--- src/rtl/tcg_pkg.sv ---
// ---------------------------------------------------------------------------
// tcg_pkg: shared types and constants
// sequencer states, register indexes and tempo limits for the tempo clock
// generator
// ---------------------------------------------------------------------------
package tcg_pkg;

  // dividend width of the tempo division, sample_rate * 15360 fits in it
  localparam int NUM_W = 32;

  // tempo window in q.8 bpm: 20 bpm and 400 bpm
  localparam logic [NUM_W-1:0] TEMPO_MIN = 32'd5120;
  localparam logic [NUM_W-1:0] TEMPO_MAX = 32'd102400;

  localparam int TEMPO_W = 17;
  localparam int CFG_IDX_W = 3;
  localparam int CFG_DATA_W = 32;

  // configuration register indexes
  typedef enum logic [CFG_IDX_W-1:0] {
    REG_PHASE_STEP    = 3'd0,
    REG_SAMPLE_RATE   = 3'd1,
    REG_TRIG_HIGH     = 3'd2,
    REG_TRIG_LOW      = 3'd3,
    REG_PULSE_LEN     = 3'd4,
    REG_RESET_LEN     = 3'd5,
    REG_LIGHT_LEN     = 3'd6
  } cfg_reg_t;

  // pulse counter slots
  localparam int PG_CLOCK = 0;
  localparam int PG_DIV2  = 1;
  localparam int PG_MULT2 = 2;
  localparam int PG_RESET = 3;
  localparam int PG_LAMP  = 4;
  localparam int PG_NUM   = 5;

  // tick sequencer
  typedef enum logic [2:0] {
    S_IDLE,
    S_EDGES,
    S_DIV_TEMPO,
    S_DIV_SMOOTH,
    S_TIMING
  } seq_state_t;

endpackage

--- src/rtl/tcg_div.sv ---
// ---------------------------------------------------------------------------
// tcg_div: iterative divider
// restoring unsigned division, one quotient bit per cycle, registered result
// ---------------------------------------------------------------------------
module tcg_div #(
  parameter int NW = 32,
  parameter int DW = 32
) (
  input  logic          clk,
  input  logic          rst,
  input  logic          start,
  input  logic [NW-1:0] dividend,
  input  logic [DW-1:0] divisor,
  output logic          done,
  output logic [NW-1:0] quotient,
  output logic [DW-1:0] remainder
);

  localparam int CW = $clog2(NW + 1);

  logic [NW-1:0] shreg;
  logic [DW-1:0] rem;
  logic [DW-1:0] dsr;
  logic [CW-1:0] count;
  logic          running;
  logic [DW:0]   trial;
  logic          fits;

  assign trial = {rem, shreg[NW-1]};
  assign fits  = trial >= {1'b0, dsr};

  always_ff @(posedge clk) begin
    if (rst) begin
      running <= 1'b0;
      done    <= 1'b0;
      count   <= '0;
    end else begin
      done <= 1'b0;
      if (start) begin
        running <= 1'b1;
        count   <= CW'(NW);
      end else if (running) begin
        count <= count - 1'b1;
        if (count == CW'(1)) begin
          running <= 1'b0;
          done    <= 1'b1;
        end
      end
    end
  end

  always_ff @(posedge clk) begin
    if (start) begin
      shreg <= dividend;
      dsr   <= divisor;
      rem   <= '0;
    end else if (running) begin
      shreg <= {shreg[NW-2:0], fits};
      rem   <= fits ? DW'(trial - {1'b0, dsr}) : trial[DW-1:0];
    end
  end

  assign quotient  = shreg;
  assign remainder = rem;

endmodule

--- src/rtl/tempo_clock_generator_with_sync_top.sv ---
// ---------------------------------------------------------------------------
// tempo_clock_generator_with_sync_top: tempo clock generator with sync
// internal phase accumulator clock or measured external clock, with div2,
// x2, reset and lamp pulse outputs, one result word per tick word
// ---------------------------------------------------------------------------
//  channel  handshake          payload
//  in       in_valid/in_stall  run_button reset_button reset_voltage
//                              ext_connected ext_voltage
//  out      out_valid/out_stall clock_gate div2_gate mult2_gate reset_gate
//                              clock_lamp is_running tempo_valid measured_tempo
//  cfg      cfg_valid/cfg_ready cfg_index cfg_data
//
//  a tick word passes the edge and timing steps, plus the tempo division when an
//  external edge is measured and the smoothing step when the tempo is smoothed;
//  the divider gives one bit per cycle; 1/5 smoothing is a reciprocal multiply
//  in_stall is high from the cycle after acceptance until the result is in
//  the output register
//  the output register holds one result; a stalled output holds the sequencer
//  in its last step. rst is synchronous and restores the register defaults
// ---------------------------------------------------------------------------
module tempo_clock_generator_with_sync_top #(
  parameter int PHASE_BITS = 32,
  parameter int COUNT_BITS = 32,
  parameter int PULSE_BITS = 16
) (
  input  logic                          clk,
  input  logic                          rst,
  input  logic                          in_valid,
  output logic                          in_stall,
  input  logic                          run_button,
  input  logic                          reset_button,
  input  logic signed [15:0]            reset_voltage,
  input  logic                          ext_connected,
  input  logic signed [15:0]            ext_voltage,
  output logic                          out_valid,
  input  logic                          out_stall,
  output logic                          clock_gate,
  output logic                          div2_gate,
  output logic                          mult2_gate,
  output logic                          reset_gate,
  output logic                          clock_lamp,
  output logic                          is_running,
  output logic                          tempo_valid,
  output logic [tcg_pkg::TEMPO_W-1:0]   measured_tempo,
  input  logic                          cfg_valid,
  output logic                          cfg_ready,
  input  logic [tcg_pkg::CFG_IDX_W-1:0] cfg_index,
  input  logic [tcg_pkg::CFG_DATA_W-1:0] cfg_data
);

  import tcg_pkg::*;

  localparam logic [31:0] PMAX = 32'((64'd1 << PULSE_BITS) - 64'd1);

  // x/5 for x below 2^18 as (x * 52429) >> 18
  localparam logic [15:0] RECIP5 = 16'd52429;

  // configuration registers
  logic [31:0]        phase_step;
  logic [17:0]        sample_rate;
  logic signed [15:0] trig_high;
  logic signed [15:0] trig_low;
  logic [15:0]        pulse_len;
  logic [15:0]        reset_len;
  logic [15:0]        light_len;

  // captured tick word
  logic               t_run, t_rstb, t_ext;
  logic signed [15:0] t_rstv, t_extv;

  // block state
  seq_state_t               state, state_next;
  logic                     run_state, mode_ext, div2_tog, seen_edge, tempo_ok;
  logic [PHASE_BITS-1:0]    phase_acc;
  logic [COUNT_BITS-1:0]    ticks, edge_period, half_cnt;
  logic                     half_act;
  logic [TEMPO_W-1:0]       tempo;
  logic [3:0]               lvl;
  logic [PULSE_BITS-1:0]    pcnt [PG_NUM];
  logic                     ext_edge;
  logic                     smooth_neg;
  logic [TEMPO_W-1:0]       s_mag_r;

  function automatic logic [PULSE_BITS-1:0] sat_len(input logic [15:0] len);
    logic [31:0] l32;
    l32 = {16'd0, len};
    return (l32 > PMAX) ? PMAX[PULSE_BITS-1:0] : l32[PULSE_BITS-1:0];
  endfunction

  function automatic logic [PULSE_BITS-1:0] pmax(input logic [PULSE_BITS-1:0] a,
                                                 input logic [PULSE_BITS-1:0] b);
    return (a > b) ? a : b;
  endfunction

  assign cfg_ready = 1'b1;
  assign in_stall  = (state != S_IDLE);

  always_ff @(posedge clk) begin
    if (rst) begin
      phase_step  <= 32'd178957;
      sample_rate <= 18'd48000;
      trig_high   <= 16'sd1000;
      trig_low    <= 16'sd0;
      pulse_len   <= 16'd48;
      reset_len   <= 16'd480;
      light_len   <= 16'd1920;
    end else if (cfg_valid) begin
      unique case (cfg_index)
        REG_PHASE_STEP:  phase_step  <= cfg_data;
        REG_SAMPLE_RATE: sample_rate <= cfg_data[17:0];
        REG_TRIG_HIGH:   trig_high   <= cfg_data[15:0];
        REG_TRIG_LOW:    trig_low    <= cfg_data[15:0];
        REG_PULSE_LEN:   pulse_len   <= cfg_data[15:0];
        REG_RESET_LEN:   reset_len   <= cfg_data[15:0];
        REG_LIGHT_LEN:   light_len   <= cfg_data[15:0];
        default: ;
      endcase
    end
  end

  always_ff @(posedge clk) begin
    if (in_valid && !in_stall) begin
      t_run  <= run_button;
      t_rstb <= reset_button;
      t_rstv <= reset_voltage;
      t_ext  <= ext_connected;
      t_extv <= ext_voltage;
    end
  end

  // ---- edge step: buttons, triggers, mode change, tick count
  logic                  a_run_rise, a_rst_rise, a_rstv_rise, a_rstv_lvl;
  logic                  a_mode_chg, a_clr, a_run, a_ext_lvl_in, a_ext_lvl;
  logic                  a_ext_edge, a_measure, a_seen;
  logic [COUNT_BITS-1:0] a_ticks_base, a_ticks;

  always_comb begin
    a_run_rise = t_run & ~lvl[0];
    a_rst_rise = t_rstb & ~lvl[1];
    a_rstv_rise = 1'b0;
    a_rstv_lvl = lvl[2];
    if (lvl[2]) begin
      if (t_rstv <= trig_low) a_rstv_lvl = 1'b0;
    end else if (t_rstv >= trig_high) begin
      a_rstv_lvl  = 1'b1;
      a_rstv_rise = 1'b1;
    end
    a_run      = run_state ^ a_run_rise;
    a_mode_chg = (t_ext != mode_ext);
    a_clr      = a_run_rise | a_rst_rise | a_rstv_rise | a_mode_chg;
    a_ext_lvl_in = a_mode_chg ? 1'b0 : lvl[3];
    a_seen       = a_mode_chg ? 1'b0 : seen_edge;
    a_ticks_base = a_mode_chg ? '0 : ticks;
    a_ticks    = a_ticks_base;
    a_ext_lvl  = a_ext_lvl_in;
    a_ext_edge = 1'b0;
    if (t_ext) begin
      if (a_ticks_base != '1) a_ticks = a_ticks_base + 1'b1;
      if (a_ext_lvl_in) begin
        if (t_extv <= trig_low) a_ext_lvl = 1'b0;
      end else if (t_extv >= trig_high) begin
        a_ext_lvl  = 1'b1;
        a_ext_edge = 1'b1;
      end
    end
    a_measure = a_ext_edge && a_seen && (a_ticks > COUNT_BITS'(1));
  end

  // ---- divider: tempo quotient; 1/5 smoothing by reciprocal multiply
  logic                  div_start, div_done;
  logic [NUM_W-1:0]      div_dvd, div_quo;
  logic [COUNT_BITS-1:0] div_dsr, div_rem;
  logic [NUM_W-1:0]      tempo_num;
  logic                  q_ok;
  logic [TEMPO_W:0]      s_diff;
  logic [TEMPO_W-1:0]    s_mag;
  logic [TEMPO_W+15:0]   s_prod;
  logic [TEMPO_W-1:0]    s_step;

  assign tempo_num = NUM_W'({sample_rate, 14'd0}) - NUM_W'({sample_rate, 10'd0});
  assign q_ok = (div_quo >= TEMPO_MIN) && (div_quo <= TEMPO_MAX) &&
                !(div_quo == TEMPO_MAX && div_rem != '0);
  assign s_diff = {1'b0, div_quo[TEMPO_W-1:0]} - {1'b0, tempo};
  assign s_mag  = s_diff[TEMPO_W] ? TEMPO_W'(-s_diff) : s_diff[TEMPO_W-1:0];
  assign s_prod = {16'd0, s_mag_r} * {{TEMPO_W{1'b0}}, RECIP5};
  assign s_step = {2'b00, s_prod[TEMPO_W+15:18]};

  always_comb begin
    div_start = 1'b0;
    div_dvd   = tempo_num;
    div_dsr   = a_ticks;
    if (state == S_EDGES && a_measure) div_start = 1'b1;
  end

  tcg_div #(.NW(NUM_W), .DW(COUNT_BITS)) u_div (
    .clk       (clk),
    .rst       (rst),
    .start     (div_start),
    .dividend  (div_dvd),
    .divisor   (div_dsr),
    .done      (div_done),
    .quotient  (div_quo),
    .remainder (div_rem)
  );

  // ---- timing step: clocks, x2, phase, pulse counters
  logic                  out_free;
  logic                  b_run_clk, b_mult2, b_div2_tog_n, b_fire_div2;
  logic [COUNT_BITS-1:0] b_ticks, b_half;
  logic                  b_half_act, b_seen, b_timeout;
  logic [PHASE_BITS:0]   b_sum;
  logic [PHASE_BITS-1:0] b_phase, b_step;
  logic [47:0]           step48;
  logic [PULSE_BITS-1:0] b_cnt [PG_NUM];
  logic [PG_NUM-1:0]     b_gate;
  logic [PULSE_BITS-1:0] len_p, len_l;

  assign out_free = !(out_valid && out_stall);
  assign step48   = {16'd0, phase_step};
  assign b_step   = step48[PHASE_BITS-1:0];
  assign len_p    = sat_len(pulse_len);
  assign len_l    = sat_len(light_len);

  always_comb begin
    b_run_clk  = 1'b0;
    b_mult2    = 1'b0;
    b_ticks    = ticks;
    b_half     = half_cnt;
    b_half_act = half_act;
    b_seen     = seen_edge;
    b_phase    = phase_acc;
    b_sum      = {1'b0, phase_acc} + {1'b0, b_step};
    b_timeout  = 1'b0;
    if (mode_ext) begin
      if (ext_edge) begin
        b_seen  = 1'b1;
        b_ticks = '0;
        if (run_state) begin
          b_run_clk = 1'b1;
          if (edge_period > COUNT_BITS'(2)) begin
            b_half     = edge_period >> 1;
            b_half_act = 1'b1;
          end
        end
      end
      if (run_state && b_half_act) begin
        if (b_half == '0) begin
          b_mult2    = 1'b1;
          b_half_act = 1'b0;
        end else begin
          b_half = b_half - 1'b1;
        end
      end
      b_timeout = (edge_period != '0) &&
                  ({3'b000, b_ticks} > {edge_period, 3'b000});
    end else if (run_state) begin
      b_mult2   = (b_sum[PHASE_BITS] | b_sum[PHASE_BITS-1]) & ~phase_acc[PHASE_BITS-1];
      b_phase   = b_sum[PHASE_BITS-1:0];
      b_run_clk = b_sum[PHASE_BITS];
    end
    b_fire_div2  = b_run_clk & ~div2_tog;
    b_div2_tog_n = div2_tog ^ b_run_clk;

    for (int i = 0; i < PG_NUM; i++) b_cnt[i] = pcnt[i];
    if (b_run_clk) begin
      b_cnt[PG_CLOCK] = pmax(b_cnt[PG_CLOCK], len_p);
      b_cnt[PG_MULT2] = pmax(b_cnt[PG_MULT2], len_p);
      b_cnt[PG_LAMP]  = pmax(b_cnt[PG_LAMP], len_l);
    end
    if (b_fire_div2) b_cnt[PG_DIV2] = pmax(b_cnt[PG_DIV2], len_p);
    if (b_mult2) b_cnt[PG_MULT2] = pmax(b_cnt[PG_MULT2], len_p);
    for (int i = 0; i < PG_NUM; i++) begin
      b_gate[i] = (b_cnt[i] != '0);
      if (b_gate[i]) b_cnt[i] = b_cnt[i] - 1'b1;
    end
  end

  // ---- sequencer
  always_ff @(posedge clk) begin
    if (rst) state <= S_IDLE;
    else     state <= state_next;
  end

  always_comb begin
    state_next = state;
    unique case (state)
      S_IDLE:       if (in_valid) state_next = S_EDGES;
      S_EDGES:      state_next = a_measure ? S_DIV_TEMPO : S_TIMING;
      S_DIV_TEMPO:  if (div_done) state_next = (q_ok && tempo_ok) ? S_DIV_SMOOTH : S_TIMING;
      S_DIV_SMOOTH: state_next = S_TIMING;
      S_TIMING:     if (out_free) state_next = S_IDLE;
      default:      state_next = S_IDLE;
    endcase
  end

  // ---- state updates
  always_ff @(posedge clk) begin
    if (rst) begin
      run_state   <= 1'b1;
      mode_ext    <= 1'b0;
      div2_tog    <= 1'b0;
      seen_edge   <= 1'b0;
      tempo_ok    <= 1'b0;
      phase_acc   <= '0;
      ticks       <= '0;
      edge_period <= '0;
      half_cnt    <= '0;
      half_act    <= 1'b0;
      tempo       <= '0;
      lvl         <= '0;
      ext_edge    <= 1'b0;
      smooth_neg  <= 1'b0;
      s_mag_r     <= '0;
      out_valid   <= 1'b0;
      for (int i = 0; i < PG_NUM; i++) pcnt[i] <= '0;
    end else begin
      // result register: loaded at the end of the timing step, emptied on take
      if (state == S_TIMING && out_free) out_valid <= 1'b1;
      else if (!out_stall)               out_valid <= 1'b0;
      unique case (state)
        S_EDGES: begin
          lvl       <= {a_ext_lvl, a_rstv_lvl, t_rstb, t_run};
          run_state <= a_run;
          mode_ext  <= t_ext;
          ticks     <= a_ticks;
          seen_edge <= a_seen;
          ext_edge  <= a_ext_edge;
          if (a_mode_chg) begin
            edge_period <= '0;
            tempo       <= '0;
            tempo_ok    <= 1'b0;
          end
          if (a_measure) edge_period <= a_ticks;
          if (a_clr) begin
            phase_acc      <= '0;
            div2_tog       <= 1'b0;
            half_act       <= 1'b0;
            pcnt[PG_CLOCK] <= '0;
            pcnt[PG_DIV2]  <= '0;
            pcnt[PG_MULT2] <= '0;
          end
          if (a_rst_rise || a_rstv_rise)
            pcnt[PG_RESET] <= pmax(pcnt[PG_RESET], sat_len(reset_len));
        end
        S_DIV_TEMPO: begin
          if (div_done && q_ok) begin
            smooth_neg <= s_diff[TEMPO_W];
            s_mag_r    <= s_mag;
            if (!tempo_ok) begin
              tempo    <= div_quo[TEMPO_W-1:0];
              tempo_ok <= 1'b1;
            end
          end
        end
        S_DIV_SMOOTH: begin
          tempo <= smooth_neg ? tempo - s_step : tempo + s_step;
        end
        S_TIMING: begin
          if (out_free) begin
            seen_edge <= b_seen;
            ticks     <= b_ticks;
            half_cnt  <= b_half;
            half_act  <= b_half_act;
            phase_acc <= b_phase;
            div2_tog  <= b_div2_tog_n;
            for (int i = 0; i < PG_NUM; i++) pcnt[i] <= b_cnt[i];
            if (b_timeout) begin
              tempo_ok <= 1'b0;
              tempo    <= '0;
            end
          end
        end
        default: ;
      endcase
    end
  end

  // result word
  always_ff @(posedge clk) begin
    if (state == S_TIMING && out_free) begin
      clock_gate     <= b_gate[PG_CLOCK];
      div2_gate      <= b_gate[PG_DIV2];
      mult2_gate     <= b_gate[PG_MULT2];
      reset_gate     <= b_gate[PG_RESET];
      clock_lamp     <= b_gate[PG_LAMP];
      is_running     <= run_state;
      tempo_valid    <= tempo_ok & ~b_timeout;
      measured_tempo <= b_timeout ? '0 : tempo;
    end
  end

endmodule
--- config.mk ---
export PLATFORM = sky130hd
export DESIGN_NAME = tempo_clock_generator_with_sync_top
export DESIGN_NICKNAME = d
export VERILOG_FILES = /design/src/rtl/tcg_pkg.sv /design/src/rtl/tcg_div.sv /design/src/rtl/tempo_clock_generator_with_sync_top.sv
export SDC_FILE = /design/constraint.sdc
export NUM_CORES = 2
export LEC_CHECK = 0
export BUFFER_PORTS_ARGS = -buffer_cell sky130_fd_sc_hd__buf_4
export CAP_MARGIN = 20
export CORE_AREA = 4 4 297 299
export DETAILED_ROUTE_END_ITERATION = 8
export DIE_AREA = 0 0 301 303
export PLACE_DENSITY = 0.66
export SLEW_MARGIN = 10
export SYNTH_ARGS = -nofsm -noshare
export SYNTH_HDL_FRONTEND = slang
export SYNTH_HIERARCHICAL = 1
export SYNTH_SLANG_ARGS = --single-unit
--- constraint.sdc ---
create_clock -name clk -period 10.5 [get_ports clk]
set_input_delay 1.05 -clock clk [delete_from_list [all_inputs] [get_ports clk]]
set_output_delay 1.05 -clock clk [all_outputs]
set_load 0.01 [all_outputs]
==> reports/results.txt <==
Hold Crit Endpoint -> trig_high[10]
Tot GR Track Use -> 25.89%
P_leak -> 19.21 nW
R2R Path End -> tempo[16]
Setup WS pre-CTS -> 1.930 ns
post-synthesis compound-gate area fraction -> 18.11%
Worst-Margin Slew -> 1.216 ns
Achievable Freq -> 115.8 MHz
Tmin final -> 8.635 ns
die area -> 91200 um^2
Setup WS post-layout -> 1.865 ns
final hold slack -> 0.4512 ns
Num CTS Buffers -> 68
relative slew slack -> 18.92%
CP endpoint kind -> register
fin nets -> 5586
Critical Path Source Type -> register
post-synthesis sequential area ratio -> 30.78%
# DRC -> 0
Post-Synth Adder-Cell Area -> 17.53%
status -> finished clean
worst-path cell with the longest stage delay -> a41oi_1
Post-synth EDFFs -> 203
clk_skew -> 0.02592 ns
WHS Path Cells -> 2
max cap viols -> 0
WP data arrival -> 9.17 ns
area delta synth->final -> 9.545%
via count of the first global-routing pass -> 34840
Mean Syn Cell Area -> 8.561 um^2
power per standard cell area -> 119.9 nW/um^2
CTS Sinks -> 551
final setup violation count -> 0
post-route cell area -> 46500 um^2
RSZ-0062 raised after global routing -> false
final hold vios -> 0
GR Layer Usage met3 -> 3.642%
Slowest Stage Delay on Critical Path -> 0.68 ns
post-CTS setup repair buffer count -> 0
post-CTS resize count -> 0
worst IR drop on VDD -> 0.1333 mV
detailed placement HPWL -> 88.20 mm
TritonRoute pass-1 iters -> 6
Die Span Y -> 303 um
IO Count -> 102
Worst Path Max Fanout -> 7
clock root buffer -> clkbuf_16
# placed instances -> 6044
mux contribution to synthesized area -> 3.570%
Initial DRC Count -> 2931
Ys Warns -> 6
Core Region -> 85150 um^2
Worst R2R Start -> s_mag_r[10]
global-route wire length before repair -> 191.5 mm
xor/xnor cell area share of the yosys netlist -> 5.076%
#FFs+latches synth -> 551
Mapped Cells -> 4958
Via density -> 5.865
Fill cells -> 7932
Initial Util -> 49.85%
initial antenna violation count -> 1
clock insertion delay at the later pin of the skew report -> 0.62 ns
fraction of registers with async set/reset -> 0%
GR Overflow Total -> 0
htree depth -> 3
WL per Instance -> 19.34 um
antenna-violating nets left -> 0
Reg2Reg Setup Slack -> 1.87 ns
HP Start -> trig_high[10]
GRT busiest layer -> met2
TNS Setup -> 0 ns
Synth Flop Type -> dfxtp_1
total wire length -> 119.3 mm
clock slew at the register clock pins of the worst setup and hold paths -> 0.06 ns
die width -> 301 um
pin count of the biggest net entering global routing -> 82
Hold Path Class -> register to register
WP data required -> 11.03 ns
CTS tree -> built
via count -> 36192
grt met2 use -> 41.82%
hold-fix buffers at CTS -> 0
placed standard-cell area -> 44180 um^2
Slew Viols, Final -> 0
Netlist cell types -> 107
worst r2r path cells -> 31
largest family of logic cells by synthesized area -> simple AND/OR/NAND/NOR gates
share of layout cells above drive strength 1 -> 8.078%
RePlAce Congestion -> 0.9108
synthesized cell area -> 42440 um^2
Setup CP Type -> register to register
Layout Cells excl Fill -> 6171
Synth Area in Simple Gates -> 19.09%
global routing usage on met1 -> 36.35%
Final period util -> 82.24%
CTS Buffer Depth -> 3
Placement Rows -> 107
I/O Buffers -> 100
-- layout by cell type (no fill, tap or decap), types with 76 or more instances in the layout --
cell / netlist / routed
dfxtp_1: 348 / 347
edfxtp_1: 203 / 203
xor2_1: 83 / 83
xnor2_1: 158 / 158
nand2_1: 547 / 546
mux2i_1: 85 / 85
ha_1: 449 / 449
buf_4: 6 / 141
nand3_1: 100 / 99
nor2_1: 411 / 409
o21ai_0: 164 / 164
fa_1: 91 / 91
a21o_1: 87 / 87
nor3_1: 162 / 158
a21oi_1: 392 / 390
inv_1: 417 / 416
nand4_1: 76 / 76
-- cells in the mapped netlist, types with 11 or more instances --
master / instances / share of area (%)
edfxtp_1: 203 / 14
nor3b_1: 14 / 0.25
nor2b_1: 69 / 1.0
a31oi_1: 48 / 0.71
a211oi_2: 13 / 0.38
nand2_1: 547 / 4.8
o22ai_1: 19 / 0.28
or2_2: 13 / 0.19
mux2i_1: 85 / 2.0
and3_1: 35 / 0.52
dfxtp_1: 348 / 16
a21oi_1: 392 / 4.6
a211oi_1: 50 / 0.88
fa_1: 91 / 4.3
xor2_1: 83 / 1.7
a22oi_1: 35 / 0.62
nor3_1: 162 / 1.9
mux2_2: 59 / 1.6
inv_1: 417 / 3.7
nand3_1: 100 / 1.2
o21bai_1: 22 / 0.39
o2111ai_1: 15 / 0.31
clkbuf_1: 167 / 1.5
o21a_1: 67 / 1.2
buf_1: 15 / 0.13
and4_1: 16 / 0.33
a22o_1: 34 / 0.70
o31ai_1: 26 / 0.46
nor2_1: 411 / 3.6
and2_1: 46 / 0.68
ha_1: 449 / 13
or3_1: 39 / 0.57
o211ai_1: 51 / 0.90
a311oi_2: 11 / 0.39
nor4_1: 58 / 0.85
xnor2_1: 158 / 3.3
nand2b_1: 43 / 0.63
o21ai_0: 164 / 1.9
nand4_1: 76 / 1.1
or4_1: 20 / 0.35
a21o_1: 87 / 1.5
-- flip-flops by register name, indices dropped and copies added (netlist names), 18 cells and up --
register and cells:
phase_acc 32, u_div/remainder 32, sample_rate 18, u_div/dsr 32, pcnt 80, edge_period 32
half_cnt 32, u_div/quotient 32, ticks 32, b_step 32
-- report_power, final --
group          switching, W  leakage, nW  total (W)  internal [W]
registers         0.0000868         4.74    0.00238       0.00230
clock network      0.000981         1.13    0.00245       0.00147
logic              0.000460         13.3   0.000747      0.000286
total               0.00153         19.2    0.00558       0.00405
-- worst max-delay path, delay by kind of cell, from the launching register on --
kind | cells | cell delay [ns]
adder cells (fa/ha/maj) | 8 | 3.32
AO/OA/AOI/OAI | 8 | 2.31
AND/OR/NAND/NOR | 6 | 1.17
multiplexers | 3 | 0.61
flip-flops | 1 | 0.54
XOR/XNOR | 2 | 0.39
buffers and inverters | 4 | 0.20
-- stage by stage --
stage	power [W]	util, %
final	0.005577	54.61
after global routing	0.005813	54.60
after CTS	0.005622	54.60
after detailed placement	0.003164	51.89
after global placement	0.003152	51.87
after floorplan	0.002939	-
-- kinds of logic after synthesis --
group | Yosys count
and+or+nand+nor | 1690
AOI/OAI and AO/OA | 1158
buffers and inverters | 630
DFF | 551
adders and majority gates | 540
xor gates and xnor gates | 243
muxes | 144
other | 2
-- how the worst max path moves through the flow --
stage	start	end	slack (ns)
floorplan	s_mag_r[6]	tempo[16]	2.75
global placement	s_mag_r[6]	tempo[16]	2.03
detailed placement	s_mag_r[5]	tempo[16]	1.93
CTS	s_mag_r[5]	tempo[16]	1.91
global route	s_mag_r[7]	tempo[16]	1.22
finish	s_mag_r[10]	tempo[16]	1.87
-- per-layer routing --
layer	wire length, um	vias up
li1	-	17748
met3	7605	173
met5	0	-
met2	53620	1107
met1	55000	17164
met4	3097	0
-- layout make-up --
class | instances | area (um^2) | area share [%]
inverter | 420 | 1577 | 3.391
multi-input combinational | 3786 | 27030 | 58.13
clock inverter | 38 | 434.2 | 0.9338
sequential | 551 | 13060 | 28.10
antenna | 1 | 2.502 | 0.005382
timing repair buffer | 144 | 1095 | 2.355
clock buffer | 87 | 1867 | 4.015
tap | 1144 | 1431 | 3.078
Note: power is estimated with default switching activity, not from simulation.
